## src/srre_pkg.sv

```systemverilog
`timescale 1ns / 1ps

package srre_pkg;

   // Fixed field widths of the channels.
   localparam int MaskWidth  = 64;
   localparam int IdWidth    = 6;
   localparam int PosWidth   = 16;
   localparam int CountWidth = 7;

   // Defaults for the top-level parameters.
   localparam int DefaultMaxSubmeshes = 64;
   localparam int DefaultMaxItems     = 65536;

   // Register file layout.
   localparam int CsrAddrWidth = 3;
   localparam int CsrDataWidth = 32;
   localparam logic [CsrAddrWidth-1:0] RegNumSubmeshes = 3'd0;
   localparam logic [CountWidth-1:0] NumSubmeshesReset = 7'd64;

   // One finished range waiting in the cell chain.
   typedef struct packed {
      logic                valid;
      logic [IdWidth-1:0]  id;
      logic [PosWidth-1:0] start;
      logic [PosWidth-1:0] stop;
   } rec_type;

   // Controls broadcast to every cell.
   typedef struct packed {
      logic                load;
      logic                last;
      logic                shift;
      logic [PosWidth-1:0] pos;
   } ctl_type;

endpackage

```

## src/srre_cell.sv

```systemverilog
`timescale 1ns / 1ps

module srre_cell #(
   parameter int CELL_ID = 0
) (
   input  logic             clock,
   input  logic             reset,
   input  srre_pkg::ctl_type ctl,
   input  logic             enable,
   input  logic             used,
   input  srre_pkg::rec_type upstream,
   output srre_pkg::rec_type slot
);
   import srre_pkg::*;

   logic                open_ff, open_in;
   logic [PosWidth-1:0] start_ff, start_in;
   rec_type             slot_ff, slot_in;

   logic                emit_close;
   logic                emit_last;
   logic [PosWidth-1:0] close_stop;

   // A run closes at the previous position, never ending before its start.
   always_comb begin
      close_stop = (ctl.pos == '0) ? '0 : ctl.pos - 1'b1;
      if (close_stop < start_ff) begin
         close_stop = start_ff;
      end
   end

   assign emit_close = enable && !used && open_ff;
   assign emit_last  = enable && used && ctl.last;

   // Run state and pending range update.
   always_comb begin
      open_in  = open_ff;
      start_in = start_ff;
      slot_in  = slot_ff;
      if (ctl.load) begin
         slot_in.valid = emit_close || emit_last;
         slot_in.id    = IdWidth'(CELL_ID);
         if (emit_close) begin
            slot_in.start = start_ff;
            slot_in.stop  = close_stop;
         end else begin
            slot_in.start = open_ff ? start_ff : ctl.pos;
            slot_in.stop  = ctl.pos;
         end
         if (enable && used && !open_ff) begin
            open_in  = 1'b1;
            start_in = ctl.pos;
         end
         if (emit_close) begin
            open_in = 1'b0;
         end
         if (ctl.last) begin
            open_in = 1'b0;
         end
      end else if (ctl.shift) begin
         // Pending ranges move one cell toward the output per cycle while shift is set.
         slot_in = upstream;
      end
   end

   always_ff @(posedge clock) begin
      if (reset) begin
         open_ff       <= 1'b0;
         slot_ff.valid <= 1'b0;
      end else begin
         open_ff       <= open_in;
         slot_ff.valid <= slot_in.valid;
      end
      start_ff      <= start_in;
      slot_ff.id    <= slot_in.id;
      slot_ff.start <= slot_in.start;
      slot_ff.stop  <= slot_in.stop;
   end

   assign slot = slot_ff;

endmodule

```

## config.mk

```make
export PLATFORM = sky130hd
export DESIGN_NAME = srre_cell
export DESIGN_NICKNAME = d
export VERILOG_FILES = /design/src/srre_pkg.sv /design/src/srre_cell.sv
export SDC_FILE = /design/constraint.sdc
export NUM_CORES = 1
export LEC_CHECK = 0
export ABC_AREA = 1
export BUFFER_PORTS_ARGS = -buffer_cell sky130_fd_sc_hd__buf_2
export CORE_ASPECT_RATIO = 1.2
export CORE_MARGIN = 2
export CORE_UTILIZATION = 31
export CTS_CLUSTER_SIZE = 30
export DETAILED_ROUTE_END_ITERATION = 10
export GPL_TIMING_DRIVEN = 0
export SLEW_MARGIN = 30
export SYNTH_ARGS = -nofsm -noshare
export SYNTH_HDL_FRONTEND = slang
export SYNTH_SLANG_ARGS = --single-unit
```

## constraint.sdc

```tcl
create_clock -name clock -period 2.9 [get_ports clock]
set_input_delay 0.145 -clock clock [delete_from_list [all_inputs] [get_ports clock]]
set_output_delay 0.145 -clock clock [all_outputs]
set_load 0.05 [all_outputs]
```

# Word-level counts from Yosys, hierarchy flattened
# Index checks and enable logic that the tools add are counted.
# classes
n_lt_le_gt_ge,1
n_addsub,1
mux,9
n_reduce_logical,13
# ops
cell,n
39-bit two-way mux,2
16-bit two-way mux,3
32-bit two-way mux,1
16-bit zero test,1
16-bit < comparator,1
16-bit by 1-bit subtractor with 16-bit output (second input constant),1
1-bit logical AND,5
2-bit AND reduction,2
1-bit two-way mux,3
3-bit nonzero test,1
1-bit zero test,2
2-bit nonzero test,1
1-bit logical OR,1
# totals
regBits,56
input_bits,62

# Depth between registers and ports, before layout
# depth
depth_word,6
mapped_depth,20
ltp_nobuf,19

# Least setup slack after synthesis
# OpenSTA, ideal clock, no wires.
# synth_path
path_kind,input to register
from,in ctl[0] (netlist bit)
to,"reg slot_ff, in the netlist slot[15] (data pin)"
n_path_buf,1
t_arrival_ps,2517
slack_ps,130
path_stages,17
t_required_ps,2647
setup_time_ps,253
cell_sequence,inv_1 -> ha_1 -> nand2_2 -> nor4_1 -> inv_1 -> nand3_1 -> inv_1 -> ha_1 -> a21oi_1 -> nor2_1 -> a211oi_1 -> nor2_1 -> nor2_2 -> clkbuf_1 -> nand3_1 -> nand3_1 -> nand2_1
# synth_lines
element,line_no,source
"start, declared",srre_cell.sv:8,"input srre_pkg::ctl_type ctl,"
"end, declared",srre_cell.sv:18,"rec_type slot_ff, slot_in;"

==> flow_summary.json <==
{
  "synth_seq_cells": 56,
  "synth_commonest_cells": "nand2_1 (82), nand3_1 (82), inv_1 (71)",
  "fmax_mhz": 372,
  "vias": 3601,
  "vias_per_cell": 4.86,
  "fin_cells": 741,
  "synth_top_flop_cell": "edfxtp_1",
  "ys_top_cells_by_area": "edfxtp_1 (40%), nand3_1 (11%), nand2_1 (8.6%)",
  "path_buf_inv": 4,
  "crit_chain": "clkbuf_4 -> nor4_4 -> nand2_1 -> inv_2 -> nand2_2 -> nor2_4 -> nand2_1 -> nand3_1 -> inv_1 -> ha_4 -> a21oi_2 -> nor2_2 -> a211oi_2 -> nor2_2 -> nor2_4 -> clkbuf_4 -> nand3_1 -> nand3_1 -> nand2_1",
  "routed_wl_um": 11500,
  "grt_pass1_wl_um": 17900,
  "min_period_over_period": 0.927,
  "drive_gt1_frac": 0.279,
  "cpPeakStageDelay_ns": 0.35,
  "grt_pass1_vias": 3557,
  "num-fill-cells": 1205,
  "synthSimpleGateAreaFrac": 0.301,
  "fin_util": 0.409,
  "area_delta_synth_final_pct": 30.3,
  "row_count": 43,
  "antenna_found_initial": 0,
  "synth_nets": 545,
  "insertedDiodeCount": 0,
  "finalHoldViolCount": 0,
  "drv_cap": 0,
  "path_max_fanout": 10,
  "htreeDepth": 2,
  "worstReg2RegStart": "open_ff",
  "fin_nets": 661,
  "cp.depth": 19,
  "min_to": "slot[38]",
  "irDropWorstVdd_mv": 0.210,
  "status": "complete, no violations",
  "synthCells": 467,
  "synth_compound_area_frac": 0.0915,
  "initial_utilization": 0.314,
  "clock_path_buffers": 2,
  "final_area_um2": 4680,
  "clock-sinks": 56,
  "r2r_end": "slot[13]",
  "slew_headroom": 0.443,
  "final-max-slew-violation-count": 0,
  "cts_tree": "yes",
  "hpwlAfterDp_um": 8660,
  "fin_skew_ns": 0.00674,
  "dp_cells": 724,
  "synthAdderAreaFrac": 0.0557,
  "synth_xor_area_frac": 0.00731,
  "reg2reg_depth": 9,
  "setup_viol": 0,
  "synth_top_family_by_area": "simple AND/OR/NAND/NOR gates",
  "die_x_um": 102,
  "dieHeight_um": 122,
  "drt-initial-drc-count": 319,
  "syn_area_um2": 3600,
  "hp-class": "input pin to register",
  "io_buffers": 100,
  "post-route-drc-count": 0,
  "leakagePower_nw": 2.25,
  "cts_root_buf": "clkbuf_16",
  "grt_usage": 0.186,
  "gr-total-overflow": 0,
  "cts_buffers": 5,
  "place_congestion": 0.902,
  "core-area_um2": 11500,
  "die_area_um2": 12500,
  "path_class": "input pin to register",
  "min_path_cells": 2,
  "antenna_left": 0,
  "synthDistinctLibCells": 29,
  "p_per_area_nw_per_um2": 477,
  "required_ns": 2.94,
  "start_kind": "input pin",
  "hp-start": "reset",
  "r2r_setup_slack_ns": 0.29,
  "tightest_slew_ns": 0.835,
  "pin_count": 101,
  "synth.area.mux_share": 0,
  "hold_buffers": 0,
  "clock_latency_ns": 0.30,
  "period_needed_ns": 2.69,
  "syn_area_per_cell_um2": 7.70,
  "synth_area_leader_cell": "edfxtp_1",
  "synth-edff-count": 48,
  "path_delay_family": "simple AND/OR/NAND/NOR gates",
  "clk_pin_slew_ns": 0.07,
  "synth_top_area_frac": 0.401,
  "yosysWarnings": 0,
  "wire_per_inst_um": 15.5,
  "grt_max_degree": 33,
  "firstDrtPassIters": 5,
  "synth-seq-area-share": 0.445,
  "dpl-instance-area_um2": 4300,
  "multiInputGateArea_um2": 1770,
  "synthArstFlopShare": 0,
  "arrival_ns": 2.73,
  "cp-end-kind": "register",
  "critPathSlowestCell": "nor4_4",
  "seqCellArea_um2": 1600
}
==> worst max-delay path by stage <==
stage,endpoint,from
floorplan,slot[15],ctl[0]
global placement,slot[14],ctl[2]
detailed placement,slot[14],ctl[2]
CTS,slot[14],ctl[0]
global route,slot[14],ctl[2]
finish,slot[12],ctl[2]
==> sequential cells by signal, indices dropped and copies added (netlist names) <==
name	flops
slot	39
start_ff	16
open_ff	1
==> worst reg2reg max path: cells and delay by family (launching register included) <==
family	cells	cell delay, ns
flops	1	0.31
buf+inv	4	1.18
simple gates	4	0.71
compound gates	1	0.18
==> power by group <==
group / total (mW) / internal, mW / switching (mW)
sequential: 0.956 / 0.940 / 0.0162
combinational: 0.559 / 0.156 / 0.403
clock: 0.718 / 0.427 / 0.291
total: 2.23 / 1.52 / 0.711
==> per-stage QoR <==
stage               setup slack, ns  hold WS, ns  setup TNS [ns]  power, mW
floorplan                     0.130        0.214               0       1.33
global placement             -0.926        0.330          -11.09       1.50
detailed placement           -0.969        0.335          -11.71       1.50
CTS                         0.00679       0.0249               0       2.23
global route               -0.00792       0.0196        -0.00792       2.33
finish                        0.212       0.0310               0       2.23
==> layer usage <==
layer | vias up | track usage | share of wire | wire length (um)
met4 | 0 | 0.0592 | 0.014 | 160
met3 | 13 | 0.0258 | 0.054 | 619
met2 | 119 | 0.323 | 0.51 | 5800
met5 | - | 0 | 0 | 0
li1 | 1782 | - | - | -
met1 | 1687 | 0.236 | 0.43 | 4900
==> kinds of logic (layout without fill, tap and decap cells) <==
family | count (synthesis) | in the layout
and+or+nand+nor | 236 | 236
buffers and inverters | 92 | 209
AOI/OAI and AO/OA | 64 | 64
DFF | 56 | 56
adders and majority gates | 16 | 16
xor gates and xnor gates | 3 | 3
==> cells in the final DEF, fill, tap and decap left out, types with 2 or more instances in the layout <==
cell	instances
inv_1	67
buf_1	2
xor2_1	2
o21ai_0	52
a211oi_1	2
inv_2	6
nor2_2	11
clkbuf_16	7
clkbuf_4	2
nand2_4	2
ha_1	12
nand2_2	9
buf_4	9
nand4_1	5
clkbuf_1	13
a21oi_1	6
nor2_1	39
nor2_4	4
nand3_1	81
buf_2	100
nor4_4	2
ha_4	3
dfxtp_1	8
edfxtp_1	48
nand2_1	78
==> layout make-up <==
| cell class | instances | area share |
|---|---|---|
| Clock buffer | 8 | 0.0382 |
| Buffer | 18 | 0.0187 |
| Sequential cell | 56 | 0.342 |
| Tap cell | 157 | 0.0419 |
| Inverter | 74 | 0.0593 |
| Timing Repair Buffer | 109 | 0.123 |
| Multi-Input combinational cell | 319 | 0.377 |
==> what timing repair did <==
| action | in CTS | in global routing |
|---|---|---|
| buffers inserted | 4 | 5 |
| pin swaps | 2 | 13 |
| setup endpoints to repair | 16 | 16 |
| gates resized for setup | 5 | 28 |
Power figures use the tool's default switching activity.
